[config.mk]
export PLATFORM = sky130hd
export DESIGN_NAME = key_debounce_autorepeat_queue
export DESIGN_NICKNAME = d
export VERILOG_FILES = /design/src/rtl/core/kdaq_pkg.sv /design/src/rtl/core/key_debounce_autorepeat_queue.sv /design/src/rtl/core/kdaq_alu.sv /design/src/rtl/core/kdaq_fifo.sv
export SDC_FILE = /design/constraint.sdc
export NUM_CORES = 1
export LEC_CHECK = 0
export BUFFER_PORTS_ARGS = -buffer_cell sky130_fd_sc_hd__buf_4
export CORE_ASPECT_RATIO = 1.2
export CORE_UTILIZATION = 55
export DETAILED_ROUTE_END_ITERATION = 10
export PLACE_DENSITY = 0.72
export SLEW_MARGIN = 10
export SYNTH_ARGS = -nofsm -noshare
export SYNTH_HDL_FRONTEND = slang
export SYNTH_HIERARCHICAL = 1
export SYNTH_SLANG_ARGS = --single-unit
[constraint.sdc]
create_clock -name clk -period 8.6 [get_ports clk]
set_clock_uncertainty 0.2 [all_clocks]
set_input_delay 1.29 -clock clk [delete_from_list [all_inputs] [get_ports clk]]
set_output_delay 1.29 -clock clk [all_outputs]
set_load 0.02 [all_outputs]
[src/rtl/core/kdaq_pkg.sv]
// Shared types and constants for the key debounce / auto-repeat queue.
`timescale 1ns / 1ps
package kdaq_pkg;

  localparam int TIME_W  = 32;
  localparam int TICK_W  = 31;
  localparam int LEVEL_W = 3;
  localparam int CODE_W  = 2;
  localparam int CIDX_W  = 2;

  localparam logic [CIDX_W-1:0] REG_ENABLE       = 2'd0;
  localparam logic [CIDX_W-1:0] REG_FIRST_REPEAT = 2'd1;
  localparam logic [CIDX_W-1:0] REG_REPEAT       = 2'd2;
  localparam logic [CIDX_W-1:0] REG_RELEASE      = 2'd3;

  localparam logic [TICK_W-1:0] FIRST_REPEAT_RST = 31'd24000000;
  localparam logic [TICK_W-1:0] REPEAT_RST       = 31'd4800000;
  localparam logic [TICK_W-1:0] RELEASE_RST      = 31'd1440000;

  typedef enum logic {
    ALU_ADD,
    ALU_SUB
  } alu_op_t;

  typedef struct packed {
    logic              push;
    logic [CODE_W-1:0] push_code;
    logic              rd;
    logic              pop;
  } fifo_ctrl_t;

  typedef struct packed {
    logic empty;
  } fifo_stat_t;

endpackage

[src/rtl/core/key_debounce_autorepeat_queue.sv]
// Top level: key debounce, auto-repeat and key-code queue with its sequencer.
`timescale 1ns / 1ps
// A scan item walks the keys one at a time through a single shared 32-bit
// adder/subtractor, with an evaluate state and an update state per key
// (S_EVAL, then S_UPD), before S_DONE; a scan while disabled goes from
// S_IDLE straight to S_DONE. A get item passes S_POP_RD and S_POP_TAKE, as
// the code FIFO has a registered read port. One item is in work at a time;
// the result sits in an output register, so the next item is taken while a
// result waits.
module key_debounce_autorepeat_queue #(
  parameter int NUM_KEYS   = 3,
  parameter int FIFO_DEPTH = 16
) (
  input  logic        clk,
  input  logic        rst_n,
  input  logic        in_tvalid,
  output logic        in_tready,
  input  logic [39:0] in_tdata,   // key_levels[2:0], now[34:3], zero pad
  input  logic        in_tuser,   // mode
  output logic        out_tvalid,
  input  logic        out_tready,
  output logic [7:0]  out_tdata,  // key_code[1:0], held_keys[4:2], none_held[5], zero pad
  input  logic        cfg_valid,
  output logic        cfg_ready,
  input  logic [kdaq_pkg::CIDX_W-1:0] cfg_index,
  input  logic [kdaq_pkg::TICK_W-1:0] cfg_data
);
  import kdaq_pkg::*;

  localparam int KEY_W = (NUM_KEYS > 1) ? $clog2(NUM_KEYS) : 1;
  localparam logic [KEY_W-1:0] KEY_LAST = KEY_W'(NUM_KEYS - 1);

  typedef enum logic [2:0] {
    S_IDLE,
    S_EVAL,
    S_UPD,
    S_POP_RD,
    S_POP_TAKE,
    S_DONE
  } state_t;

  state_t              state_r, state_nxt;
  logic                enable_r, enable_nxt;
  logic [TICK_W-1:0]   first_r, first_nxt;
  logic [TICK_W-1:0]   repeat_r, repeat_nxt;
  logic [TICK_W-1:0]   release_r, release_nxt;
  logic [NUM_KEYS-1:0] held_r, held_nxt;
  logic [KEY_W-1:0]    key_r, key_nxt;
  logic [LEVEL_W-1:0]  levels_r;
  logic [TIME_W-1:0]   now_r;
  logic [TIME_W-1:0]   base_r [NUM_KEYS];
  logic [TIME_W-1:0]   low_r  [NUM_KEYS];
  logic [TIME_W-1:0]   acc_r, acc_nxt;
  logic                reach_r, reach_nxt;
  logic [CODE_W-1:0]   code_r, code_nxt;
  logic                out_valid_r, out_valid_nxt;
  logic [7:0]          out_data_r, out_data_nxt;
  logic                base_we, low_we;
  logic [TIME_W-1:0]   base_wdata;

  logic [NUM_KEYS-1:0] press_vec;
  logic                pressed, held_cur;
  logic [KEY_W:0]      key_plus1;
  logic [LEVEL_W-1:0]  held_out;

  alu_op_t             alu_op;
  logic [TIME_W-1:0]   alu_a, alu_b, alu_res;
  logic [TICK_W-1:0]   alu_thr;
  logic                alu_reached;

  fifo_ctrl_t          fctrl;
  fifo_stat_t          fstat;
  logic [CODE_W-1:0]   fifo_rdata;

  logic                in_fire;

  kdaq_alu u_alu (
    .op      (alu_op),
    .a       (alu_a),
    .b       (alu_b),
    .thr     (alu_thr),
    .res     (alu_res),
    .reached (alu_reached)
  );

  kdaq_fifo #(.FIFO_DEPTH(FIFO_DEPTH)) u_fifo (
    .clk   (clk),
    .rst_n (rst_n),
    .ctrl  (fctrl),
    .stat  (fstat),
    .rdata (fifo_rdata)
  );

  // only the keys that have a pin can read pressed
  for (genvar i = 0; i < NUM_KEYS; i++) begin : g_press
    if (i < LEVEL_W) begin : g_pin
      assign press_vec[i] = ~levels_r[i];
    end else begin : g_nopin
      assign press_vec[i] = 1'b0;
    end
  end

  for (genvar i = 0; i < LEVEL_W; i++) begin : g_held
    if (i < NUM_KEYS) begin : g_key
      assign held_out[i] = held_r[i];
    end else begin : g_nokey
      assign held_out[i] = 1'b0;
    end
  end

  assign pressed   = press_vec[key_r];
  assign held_cur  = held_r[key_r];
  assign key_plus1 = {1'b0, key_r} + (KEY_W+1)'(1);

  assign in_tready  = (state_r == S_IDLE);
  assign in_fire    = in_tvalid && in_tready;
  assign cfg_ready  = 1'b1;
  assign out_tvalid = out_valid_r;
  assign out_tdata  = out_data_r;

  always_comb begin
    alu_op  = ALU_SUB;
    alu_a   = now_r;
    alu_b   = pressed ? base_r[key_r] : low_r[key_r];
    alu_thr = pressed ? repeat_r : release_r;
    if (state_r == S_EVAL && pressed && !held_cur) begin
      alu_op = ALU_ADD;
      alu_b  = {1'b0, first_r};
    end else if (state_r == S_UPD) begin
      alu_a = acc_r;
      alu_b = {1'b0, repeat_r};
    end
  end

  always_comb begin
    state_nxt     = state_r;
    enable_nxt    = enable_r;
    first_nxt     = first_r;
    repeat_nxt    = repeat_r;
    release_nxt   = release_r;
    held_nxt      = held_r;
    key_nxt       = key_r;
    acc_nxt       = acc_r;
    reach_nxt     = reach_r;
    code_nxt      = code_r;
    out_valid_nxt = out_valid_r;
    out_data_nxt  = out_data_r;
    base_we       = 1'b0;
    low_we        = 1'b0;
    base_wdata    = now_r;
    fctrl         = '0;
    fctrl.push_code = key_plus1[CODE_W-1:0];

    if (cfg_valid && cfg_ready) begin
      unique case (cfg_index)
        REG_ENABLE:       enable_nxt  = cfg_data[0];
        REG_FIRST_REPEAT: first_nxt   = cfg_data;
        REG_REPEAT:       repeat_nxt  = cfg_data;
        REG_RELEASE:      release_nxt = cfg_data;
        default:          enable_nxt  = enable_r;
      endcase
    end

    if (out_valid_r && out_tready) out_valid_nxt = 1'b0;

    unique case (state_r)
      S_IDLE: begin
        if (in_fire) begin
          key_nxt  = '0;
          code_nxt = '0;
          if (in_tuser) state_nxt = S_POP_RD;
          else if (enable_r) state_nxt = S_EVAL;
          else state_nxt = S_DONE;
        end
      end
      S_EVAL: begin
        acc_nxt   = alu_res;
        reach_nxt = alu_reached;
        state_nxt = S_UPD;
      end
      S_UPD: begin
        if (pressed) begin
          low_we = 1'b1;
          if (!held_cur) begin
            base_we           = 1'b1;
            base_wdata        = alu_res;
            held_nxt[key_r]   = 1'b1;
            fctrl.push        = 1'b1;
          end else if (reach_r) begin
            base_we    = 1'b1;
            fctrl.push = 1'b1;
          end
        end else if (held_cur && reach_r) begin
          held_nxt[key_r] = 1'b0;
        end
        if (key_r == KEY_LAST) begin
          state_nxt = S_DONE;
        end else begin
          key_nxt   = key_r + KEY_W'(1);
          state_nxt = S_EVAL;
        end
      end
      S_POP_RD: begin
        fctrl.rd  = 1'b1;
        state_nxt = S_POP_TAKE;
      end
      S_POP_TAKE: begin
        fctrl.pop = 1'b1;
        if (!fstat.empty) code_nxt = fifo_rdata;
        state_nxt = S_DONE;
      end
      S_DONE: begin
        if (!out_valid_r || out_tready) begin
          out_valid_nxt = 1'b1;
          out_data_nxt  = {2'b00, (held_out == '0), held_out, code_r};
          state_nxt     = S_IDLE;
        end
      end
      default: state_nxt = S_IDLE;
    endcase
  end

  always_ff @(posedge clk) begin
    if (!rst_n) begin
      state_r     <= S_IDLE;
      enable_r    <= 1'b0;
      first_r     <= FIRST_REPEAT_RST;
      repeat_r    <= REPEAT_RST;
      release_r   <= RELEASE_RST;
      held_r      <= '0;
      key_r       <= '0;
      out_valid_r <= 1'b0;
    end else begin
      state_r     <= state_nxt;
      enable_r    <= enable_nxt;
      first_r     <= first_nxt;
      repeat_r    <= repeat_nxt;
      release_r   <= release_nxt;
      held_r      <= held_nxt;
      key_r       <= key_nxt;
      out_valid_r <= out_valid_nxt;
    end
    if (in_fire) begin
      levels_r <= in_tdata[LEVEL_W-1:0];
      now_r    <= in_tdata[LEVEL_W+TIME_W-1:LEVEL_W];
    end
    acc_r      <= acc_nxt;
    reach_r    <= reach_nxt;
    code_r     <= code_nxt;
    out_data_r <= out_data_nxt;
    if (base_we) base_r[key_r] <= base_wdata;
    if (low_we) low_r[key_r] <= now_r;
  end

endmodule

[src/rtl/core/kdaq_alu.sv]
// Shared 32-bit add/subtract unit with wrapping signed threshold compare.
`timescale 1ns / 1ps
module kdaq_alu (
  input  kdaq_pkg::alu_op_t                 op,
  input  logic [kdaq_pkg::TIME_W-1:0]       a,
  input  logic [kdaq_pkg::TIME_W-1:0]       b,
  input  logic [kdaq_pkg::TICK_W-1:0]       thr,
  output logic [kdaq_pkg::TIME_W-1:0]       res,
  output logic                              reached
);
  import kdaq_pkg::*;

  always_comb begin
    unique case (op)
      ALU_ADD: res = a + b;
      ALU_SUB: res = a - b;
      default: res = a - b;
    endcase
  end

  // difference must be non-negative as signed and at least the threshold
  assign reached = !res[TIME_W-1] && (res[TICK_W-1:0] >= thr);

endmodule

[src/rtl/core/kdaq_fifo.sv]
// Ring FIFO of key codes, one slot kept free, registered read port.
`timescale 1ns / 1ps
module kdaq_fifo #(
  parameter int FIFO_DEPTH = 16
) (
  input  logic                           clk,
  input  logic                           rst_n,
  input  kdaq_pkg::fifo_ctrl_t           ctrl,
  output kdaq_pkg::fifo_stat_t           stat,
  output logic [kdaq_pkg::CODE_W-1:0]    rdata
);
  import kdaq_pkg::*;

  localparam int PTR_W = (FIFO_DEPTH > 2) ? $clog2(FIFO_DEPTH) : 1;
  localparam logic [PTR_W-1:0] PTR_LAST = PTR_W'(FIFO_DEPTH - 1);

  logic [CODE_W-1:0] mem [FIFO_DEPTH];
  logic [PTR_W-1:0]  wptr_r, wptr_nxt;
  logic [PTR_W-1:0]  rptr_r, rptr_nxt;
  logic [PTR_W-1:0]  wnext, rnext;
  logic [CODE_W-1:0] rdata_r;
  logic              full, empty;

  assign wnext = (wptr_r == PTR_LAST) ? '0 : wptr_r + PTR_W'(1);
  assign rnext = (rptr_r == PTR_LAST) ? '0 : rptr_r + PTR_W'(1);
  assign full  = (wnext == rptr_r);
  assign empty = (rptr_r == wptr_r);

  always_comb begin
    wptr_nxt = wptr_r;
    rptr_nxt = rptr_r;
    if (ctrl.push && !full) wptr_nxt = wnext;
    if (ctrl.pop && !empty) rptr_nxt = rnext;
  end

  always_ff @(posedge clk) begin
    if (!rst_n) begin
      wptr_r <= '0;
      rptr_r <= '0;
    end else begin
      wptr_r <= wptr_nxt;
      rptr_r <= rptr_nxt;
    end
  end

  always_ff @(posedge clk) begin
    if (ctrl.push && !full) mem[wptr_r] <= ctrl.push_code;
    if (ctrl.rd) rdata_r <= mem[rptr_r];
  end

  assign stat.empty = empty;
  assign rdata      = rdata_r;

endmodule
==> results of run 1 <==
## routing by layer
metal	vias up	part of all wire, %	track usage [%]
met1	7622	38	34.0
li1	7218	-	-
met5	-	0	0
met2	539	49	49.6
met4	0	6.6	18.5
met3	150	5.7	4.17
## state kept, by name (all words and copies together) (netlist names), 4 cells and up, named ones only
register and flops:
base_r 96, low_r 96, acc_r 32, now_r 32, u_fifo/mem 32, first_r 31
release_r 31, repeat_r 31, out_tdata 6, u_fifo/rptr_r 4, u_fifo/wptr_r 4
## layout make-up
class,count,area share [%]
clock buffers,49,4.78
clock inverters,30,1.40
inverters,63,0.983
multi-input cells,1338,39.1
flip-flops and latches,415,47.1
well taps,526,2.74
repair buffers,123,3.89
## cells by family (layout without fill, tap and decap cells)
group	after synthesis	count (layout)	share of synthesized area [%]
multiplexers	206	206	10.5
flip-flops	415	415	52.7
AND/OR/NAND/NOR	580	580	12.2
XOR/XNOR	70	70	2.92
buffers and inverters	194	265	3.91
adder cells (fa/ha/maj)	73	73	4.28
AO/OA/AOI/OAI	406	406	13.4
other	2	3	0.0349
## power groups by stage
| stage | clock network [mW] | logic (mW) | registers, mW |
|---|---|---|---|
| CTS | 1.98 | 2.16 | 2.42 |
| global route | 2.05 | 2.38 | 2.44 |
| detailed placement | 0 | 2.15 | 2.47 |
| finish | 1.95 | 2.18 | 2.42 |
| global placement | 0 | 2.10 | 2.46 |
| floorplan | 0 | 1.48 | 2.43 |
## final timing paths
| path | from | to | depth (start not counted) |
|---|---|---|---|
| max | key_r[0] | reach_r | 27 |
| min | code_r[0] | out_tdata[0] | 0 |
| max reg2reg | key_r[0] | reach_r | 27 |
| min reg2reg | code_r[0] | out_tdata[0] | 0 |
## critical path, cell delays in order, from the launching register on
cell,delay (ns)
dfxtp_1,0.34
buf_4,0.50
mux2_4,0.38
a2111oi_4,0.36
a21o_1,0.72
buf_4,0.36
o31ai_1,0.13
buf_4,0.19
nor4_4,0.47
and2_2,0.29
nor2_1,0.06
xnor2_1,0.16
ha_1,0.40
a21oi_1,0.34
o21ba_2,0.20
o21ai_0,0.09
a31oi_1,0.24
a21oi_1,0.13
a211oi_1,0.29
xnor2_1,0.31
ha_1,0.35
a21oi_1,0.14
nor2b_1,0.05
o21ai_0,0.16
a21oi_1,0.08
o21a_1,0.19
o21ai_0,0.18
a31oi_1,0.10
## per-stage QoR
step / hold WS [ns] / utilization (%)
2_1_floorplan: 0.200 / -
3_3_place_gp: 0.207 / 58.4
3_5_place_dp: 0.213 / 58.4
4_1_cts: 0.227 / 62.2
5_1_grt: 0.250 / 62.2
6_report: 0.224 / 62.2
## synth_stat cells, drive strengths merged (24+ instances only)
cell and count:
nand2 383, edfxtp 302, a21oi 137, mux2i 130, dfxtp 113, clkbuf 83
ha 72, mux2 67, inv 62, o211a 61, xnor2 57, buf 48
nor2 46, a31oi 42, nand3 38, o31ai 34, a32oi 32, and3 28
o21ai 24
==> metrics, run 1 <==
status finished, final reports clean; Rel. slew slack 32.3%; initial antenna violation count 0; register area 0.0113 mm²; number of synthesized register bits 415; hpwl dp 37500 µm; area delta synth->final 11.8%; Remaining DRCs 0; drt total wl 56900 µm; H-tree levels 2; cts-stage hold buffer count 0; clock latency at the later pin of the worst-skew pair 0.59 ns; PnR worst setup slack 0.902 ns; Leak 9.60 nW; worst hold path class reg2reg; YS warnings 6; Max Cap Viol 0; Tightest Pin Transition 1.01 ns; required time of the critical path 8.73 ns; sw frac 34.4%; Crit Path Max Fanout 38; post-synth top area share 42.2%; via count 15529; Multi-input gate area 0.00940 mm²; Avg WL per Cell 22.4 µm; Via density 6.10; Placed Area 0.0226 mm²; total power draw 6.55 mW; largest area contributor in the netlist edfxtp_1; Bufs on Longest Clock Path 3; peak supply drop 0.185 mV; Starting Density 55.6%; Critical Path Start Type flip-flop; Worst Path Arrival 7.83 ns; CP Capture Type flip-flop; Cell variety after synth 88; Post-synth EDFFs 302; commonest cells after routing, fill and taps aside nand2_1, edfxtp_1, a21oi_1; first-pass GRT wire length 87100 µm; Hold Vio Cnt, Final 0; setup bufs post-CTS 0; max-slew violation count 0; Final Instance Area 0.0241 mm²; Die Span Y 219 µm; flop2flop setup slack 0.90 ns; worst slack, placed 1.04 ns; gpl congestion 0.939; Max Freq 0.130 GHz; num ports 90; ranking of synthesized cells by area edfxtp_1, dfxtp_1, nand2_1; Filler cells 3040; Finish-stage setup viols 0; Pre-Repair DR Iteration Count 5; non-filler cells, final 2544; synthesized area per cell 11.1 µm²; Starting DRT DRC Count 1241; core area 0.0386 mm²; fin nets 2136; post-synthesis sequential area ratio 52.7%; Synth Cell Area 0.0215 mm²; pwr/cell area 272 mW/mm²; Port Buffers 81; internal power 4.30 mW; RSZ-0062 raised after global routing no; most frequently used flop master after synthesis edfxtp_1; number of nets with antenna violations after routing 0; CTS tree done; async set or reset register ratio after synthesis 0%; PostCTS Resize Cnt 0; Die Area 0.0399 mm²; # diodes 0; Core Rows 79; largest net degree at the start of global routing 75; CTS sink cnt 415; synthesized instance count 1946; Horiz. Die Dim 183 µm; setup TNS 0 ns; number of global-route vias before repair 15349; CTS Root Cell clkbuf_16; post-layout min period 7.70 ns; Tcrit/Tclk final 89.5%; Reg power frac 37.0%; CTS buffer count 43; Worst-path clk slew 0.06 ns; total grt overflow 0; DP Cell Count 2465; combinational power share 33.3%; worst setup path class reg2reg; clock share of power 29.7%; commonest non-fill, non-tap cell in the layout nand2_1; fraction of layout cells with a size suffix above 1 15.9%; Total GRT Usage 28.9%; Net Sw Power 2.25 mW
Power figures use the tool's default switching activity.
==> run 2, diff against run 1 <==
- CORE_MARGIN: unset -> 3
- REMOVE_ABC_BUFFERS: unset -> 1
==> run 2 against run 1 <==
Compared with the run above:
- wire length increased by 0.13%
- first-iteration DRC count increased by 6.8%
- core utilization increased by 0.52 points
- power decreased by 1.7%
- sequential share of layout area increased by 0.22 points
- hold slack improved by 0.0031 ns
- non-clock buffer count decreased by 10
- design area decreased by 0.45%
- combinational power decreased by 5%
- critical endpoint unchanged
- largest power group unchanged
- via count increased by 0.75%
- global-route usage decreased by 2.0 points
==> metrics, run 2 (synthesis results as in run 1) <==
Worst-path clk slew 0.06 ns (about the same); R2R cell count 24 (-11%); Starting DRT DRC Count 1325 (+6.8%); H-tree levels 2 (unchanged); post-layout min period 7.69 ns (-0.00425 ns); Port Buffers 81 (unchanged); combinational power share 32.3% (-1.0 points); via count 15645 (+0.75%); initial antenna violation count 0 (unchanged); Max Cap Viol 0 (unchanged); CTS tree done; Horiz. Die Dim 187 µm (+2.2%); CTS sink cnt 415 (unchanged); Avg WL per Cell 22.5 µm (+0.65%); Critical Path Start Type flip-flop; number of nets with antenna violations after routing 0 (unchanged); # diodes 0 (unchanged); status finished, final reports clean; fin nets 2127 (-0.42%); total grt overflow 0 (unchanged); worst hold path class reg2reg; internal power 4.27 mW (-0.66%); Pre-Repair DR Iteration Count 7 (+2); CTS Root Cell clkbuf_16; PostCTS Resize Cnt 0 (unchanged); core area 0.0382 mm² (-1.3%); Slowest Stage Delay on Critical Path 0.81 ns (+0.09 ns); Starting Density 56.4% (+0.71 points); Tightest Pin Transition 1.21 ns (+0.196 ns); Core Rows 78 (-1.3%); sw frac 33.7% (-0.71 points); Crit Path Max Fanout 26 (-32%); Tcrit/Tclk final 89.5% (about the same); Net Sw Power 2.17 mW (-3.8%); max-slew violation count 0 (unchanged); Die Span Y 223 µm (+1.8%); RSZ-0062 raised after global routing no; Hold Vio Cnt, Final 0 (unchanged); fraction of layout cells with a size suffix above 1 15.5% (-0.39 points); Hold Path Depth 0 (unchanged); WHS Endpoint out_tdata[0]; drt total wl 57000 µm (+0.13%); Max Freq 0.130 GHz (about the same); gpl congestion 0.895 (-4.7%); number of global-route vias before repair 15676 (+2.1%); cts-stage hold buffer count 0 (unchanged); Placed Area 0.0225 mm² (-0.40%); Rel. slew slack 19.2% (-13 points); num ports 90 (unchanged); min-delay src code_r[0]; hpwl dp 36900 µm (-1.7%); Bufs on Longest Clock Path 3 (unchanged); first-pass GRT wire length 88300 µm (+1.3%); setup bufs post-CTS 0 (unchanged); clock latency at the later pin of the worst-skew pair 0.57 ns (-0.02 ns); commonest non-fill, non-tap cell in the layout nand2_1; peak supply drop 0.176 mV (-5.0%); Final Instance Area 0.0239 mm² (-0.45%); Filler cells 3031 (-0.30%); clock share of power 29.9% (+0.2 points); FF-to-FF Start key_r[0]; CTS buffer count 44 (+2.3%); Core Util, Final 62.8% (+0.52 points); Worst Path Arrival 7.76 ns (-0.07 ns); r2r endpoint reach_r; Die Area 0.0415 mm² (+4.1%); Finish-stage setup viols 0 (unchanged); largest net degree at the start of global routing 71 (-5.3%); CP Cell Sequence mux2_2, o21ai_4, a21o_1, buf_4, o31ai_1, or3_4, nor3b_2, a21oi_1, xnor2_1, ha_1, and2_1, nand3_1, a211oi_1, nor2_1, a32oi_1, a21boi_0, xnor2_1, ha_1, nand2_1, nor3_1, a221oi_1, nand2_1, o21ai_0, a31oi_1; Leak 9.54 nW (-0.64%); area delta synth->final 11.3%; slowest stage cell, crit path dfxtp_2; CP Capture Type flip-flop; Via density 6.18 (+1.3%); pwr/cell area 269 mW/mm² (-1.3%); worst setup path class reg2reg; Total GRT Usage 26.9% (-2.0 points); Top Registers base_r: 96 flops, low_r: 96 flops; flop2flop setup slack 0.91 ns (about the same); Reg power frac 37.8% (+0.8 points); Remaining DRCs 0 (unchanged); required time of the critical path 8.67 ns (-0.06 ns); commonest cells after routing, fill and taps aside nand2_1, edfxtp_1, a21oi_1
==> run 2: changes by cell type in the layout (fill, tap and decap cells not counted), sizes merged <==
cell	delta
clkbuf	+16
buf	-10
clkinv	-8
bufinv	-3
clkinvlp	-3
inv	+1
==> run 2: worst max path at each step <==
stage,start,cells after the start,end,slack (ns)
final,key_r[0],24,reach_r,0.91
after global routing,key_r[0],24,reach_r,0.41
after CTS,key_r[0],24,reach_r,0.91
after detailed placement,key_r[0],24,reach_r,0.93
after global placement,key_r[0],24,reach_r,1.16
after floorplan,state_r[1],22,reach_r,-1.67
==> run 2: layout make-up <==
type | instances | area (µm²) | share of cell area, %
multi-input combinational | 1338 | 9390 | 39.2
sequential | 415 | 11300 | 47.3
clock inverter | 17 | 179 | 0.747
clock buffer | 65 | 1290 | 5.39
inverter | 63 | 236 | 0.988
timing repair buffer | 113 | 861 | 3.59
tap | 520 | 651 | 2.72
==> run 2: worst max-delay path, delay by kind of cell, from the launching register on <==
kind / cells / cell delay (ns)
flops: 1 / 0.81
compound gates: 10 / 2.71
simple gates: 8 / 1.65
buf+inv: 1 / 0.26
mux: 1 / 0.48
xor+xnor: 2 / 0.54
fa+ha+maj: 2 / 0.73
==> run 2: power groups by stage <==
| stage | Clock, mW | Combinational, mW | Sequential, mW |
|---|---|---|---|
| floorplan | 0 | 1.44 | 2.45 |
| global placement | 0 | 2.01 | 2.47 |
| detailed placement | 0 | 2.05 | 2.48 |
| CTS | 1.95 | 2.06 | 2.43 |
| global route | 2.03 | 2.30 | 2.44 |
| finish | 1.93 | 2.08 | 2.43 |
==> run 2: stage by stage <==
stage	power (mW)	instances	setup TNS, ns	setup slack, ns	hold WS (ns)
final	6.44	2531	0	0.906	0.227
after global routing	6.77	2531	0	0.414	0.235
after CTS	6.45	2531	0	0.909	0.235
after detailed placement	4.52	2449	0	0.935	0.219
after floorplan	3.89	1816	-48.62	-1.67	0.200
after global placement	4.48	2449	0	1.16	0.208
==> run 2: metal layers <==
layer / track usage, % / vias up / part of all wire, %
met3: 3.61 / 140 / 5.9
li1: - / 7174 / -
met1: 34.5 / 7779 / 41
met4: 10.2 / 0 / 3.3
met5: 0 / - / 0
met2: 46.7 / 552 / 50
==> run 3, diff against run 2 <==
- ABC_AREA: unset -> 1
==> run 3 against run 2 <==
Compared with the run above:
- worst setup slack better by 0.69 ns
- critical path depth grew 9
- maximum frequency is 9.8% higher
- critical path type unchanged
- highest routed layer unchanged
==> metrics, run 3 <==
required time of the critical path 8.81 ns (+0.14 ns); number of synthesized register bits 415 (unchanged); cts-stage hold buffer count 0 (unchanged); core area 0.0382 mm² (unchanged); fin nets 2655 (+25%); # diodes 0 (unchanged); Filler cells 3282 (+8.3%); PostCTS Resize Cnt 0 (unchanged); synthesized area per cell 8.73 µm² (-21%); Tcrit/Tclk final 81.4% (-8.0 points); num ports 90 (unchanged); largest area contributor in the netlist edfxtp_1; Post-synth EDFFs 302 (unchanged); CP Capture Type flip-flop; peak supply drop 0.193 mV (+9.5%); Rel. slew slack 29.0% (+9.7 points); Bufs on Longest Clock Path 3 (unchanged); Final Instance Area 0.0237 mm² (-0.91%); via count 17109 (+9.4%); commonest non-fill, non-tap cell in the layout nand2_1; Max Freq 0.143 GHz (+9.8%); drt total wl 59000 µm (+3.4%); CP dominant cell by count nand2_1; min-delay src code_r[0]; Synth Cell Area 0.0215 mm² (-0.17%); Die Span Y 222 µm (about the same); number of nets with antenna violations after routing 0 (unchanged); Starting Density 56.3% (-0.098 points); setup TNS 0 ns (unchanged); Cell variety after synth 46 (-48%); CTS sink cnt 415 (unchanged); worst hold path class reg2reg; most frequently used flop master after synthesis edfxtp_1; async set or reset register ratio after synthesis 0% (unchanged); Remaining DRCs 0 (unchanged); Worst Path Arrival 7.21 ns (-0.55 ns); CTS Root Cell clkbuf_16; synthesized instance count 2460 (+26%); Horiz. Die Dim 186 µm (about the same); Leak 9.65 nW (+1.2%); Avg WL per Cell 19.3 µm (-14%); area delta synth->final 10.5%; H-tree levels 2 (unchanged); Max Cap Viol 0 (unchanged); Slowest Stage Delay on Critical Path 0.65 ns (-0.16 ns); pwr/cell area 371 mW/mm² (+38%); FF-to-FF Start key_r[0]; Via density 5.60 (-9.5%); largest net degree at the start of global routing 105 (+48%); clock latency at the later pin of the worst-skew pair 0.56 ns (about the same); Die Area 0.0415 mm² (-0.17%); total grt overflow 0 (unchanged); hpwl dp 40500 µm (+9.9%); Pre-Repair DR Iteration Count 5 (-2); max-slew violation count 0 (unchanged); CTS tree done; post-synthesis sequential area ratio 52.8% (+0.092 points); Core Rows 78 (unchanged); status finished, final reports clean; worst slack, placed 1.76 ns (+0.820 ns); ranking of synthesized cells by area edfxtp_1, dfxtp_1, nand2_1; Critical Path Start Type flip-flop; Total GRT Usage 27.9% (+1.0 points); initial antenna violation count 0 (unchanged); Finish-stage setup viols 0 (unchanged); setup bufs post-CTS 0 (unchanged); top-count cell post-synth nand2_1; most common library cells after synthesis nand2_1, edfxtp_1, nor2_1, inv_1, o21ai_0; RSZ-0062 raised after global routing no; Starting DRT DRC Count 1464 (+10%); Critical Path Start key_r[0]; commonest cells after routing, fill and taps aside nand2_1, edfxtp_1, nor2_1; post-synth top area share 42.2% (+0.074 points); Hold Vio Cnt, Final 0 (unchanged); PnR worst setup slack 1.60 ns (+0.690 ns); fraction of layout cells with a size suffix above 1 10.2% (-5.3 points); Worst-path clk slew 0.06 ns (about the same); post-layout min period 7.00 ns (-0.690 ns); CTS buffer count 43 (-2.3%); Placed Area 0.0224 mm² (-0.35%); gpl congestion 0.917 (+2.5%); Top Registers base_r: 96 flops, low_r: 96 flops; worst setup path class reg2reg; Tightest Pin Transition 1.07 ns (-0.143 ns); first-pass GRT wire length 90800 µm (+2.8%); Port Buffers 81 (unchanged); YS warnings 6 (unchanged); slowest stage cell, crit path nand2_4; Crit Path Max Fanout 46 (+77%); number of global-route vias before repair 16543 (+5.5%)
==> run 3: metrics by stage <==
stage	hold slack, ns	util [%]	cells	power (mW)
floorplan	0.200	-	2355	5.58
global placement	0.222	58.7	2978	6.97
detailed placement	0.222	58.7	2978	7.02
CTS	0.235	62.2	3057	8.80
global route	0.241	62.2	3057	9.44
finish	0.234	62.2	3057	8.79
==> run 3: worst paths after layout <==
path             endpoint  slack [ns]  depth (start not counted)
min          out_tdata[0]        0.23                          0
min reg2reg  out_tdata[0]        0.23                          0
max               reach_r        1.60                         33
max reg2reg       reach_r        1.60                         33
==> run 3: per-layer routing <==
layer / vias up / track usage, % / part of all wire, %
met4: 0 / 14.0 / 5.2
met3: 138 / 3.57 / 5.9
met2: 596 / 48.9 / 49
met1: 8056 / 34.0 / 40
li1: 8319 / - / -
met5: - / 0 / 0
==> run 3: area by class of cell <==
| class | count | area, µm² | share of cell area (%) |
|---|---|---|---|
| Sequential cell | 415 | 11300 | 47.8 |
| Clock buffer | 57 | 1160 | 4.89 |
| Inverter | 272 | 1020 | 4.31 |
| Multi-Input combinational cell | 1668 | 8620 | 36.3 |
| Timing Repair Buffer | 103 | 773 | 3.26 |
| Clock inverter | 22 | 169 | 0.712 |
| Tap cell | 520 | 651 | 2.74 |
==> run 3: critical path, delay by kind of cell (launching register included) <==
family                     cells  cell delay (ns)
and+or+nand+nor               21             3.81
xor gates and xnor gates       2             0.54
buffers and inverters          5             0.58
adders and majority gates      3             0.88
DFF                            1             0.43
AOI/OAI and AO/OA              2             0.37
==> run 3: where the power goes <==
group          internal, mW  switching (mW)
registers              2.48          0.0802
logic                  1.34            3.13
clock network          1.01           0.756
total                  4.83            3.96
==> run 3: cells by family after synthesis <==
group                      synth area share (%)
and+or+nand+nor                            20.1
other                                    0.0350
adders and majority gates                  4.29
buffers and inverters                      7.39
xor gates and xnor gates                   2.24
DFF                                        52.8
AOI/OAI and AO/OA                          13.2
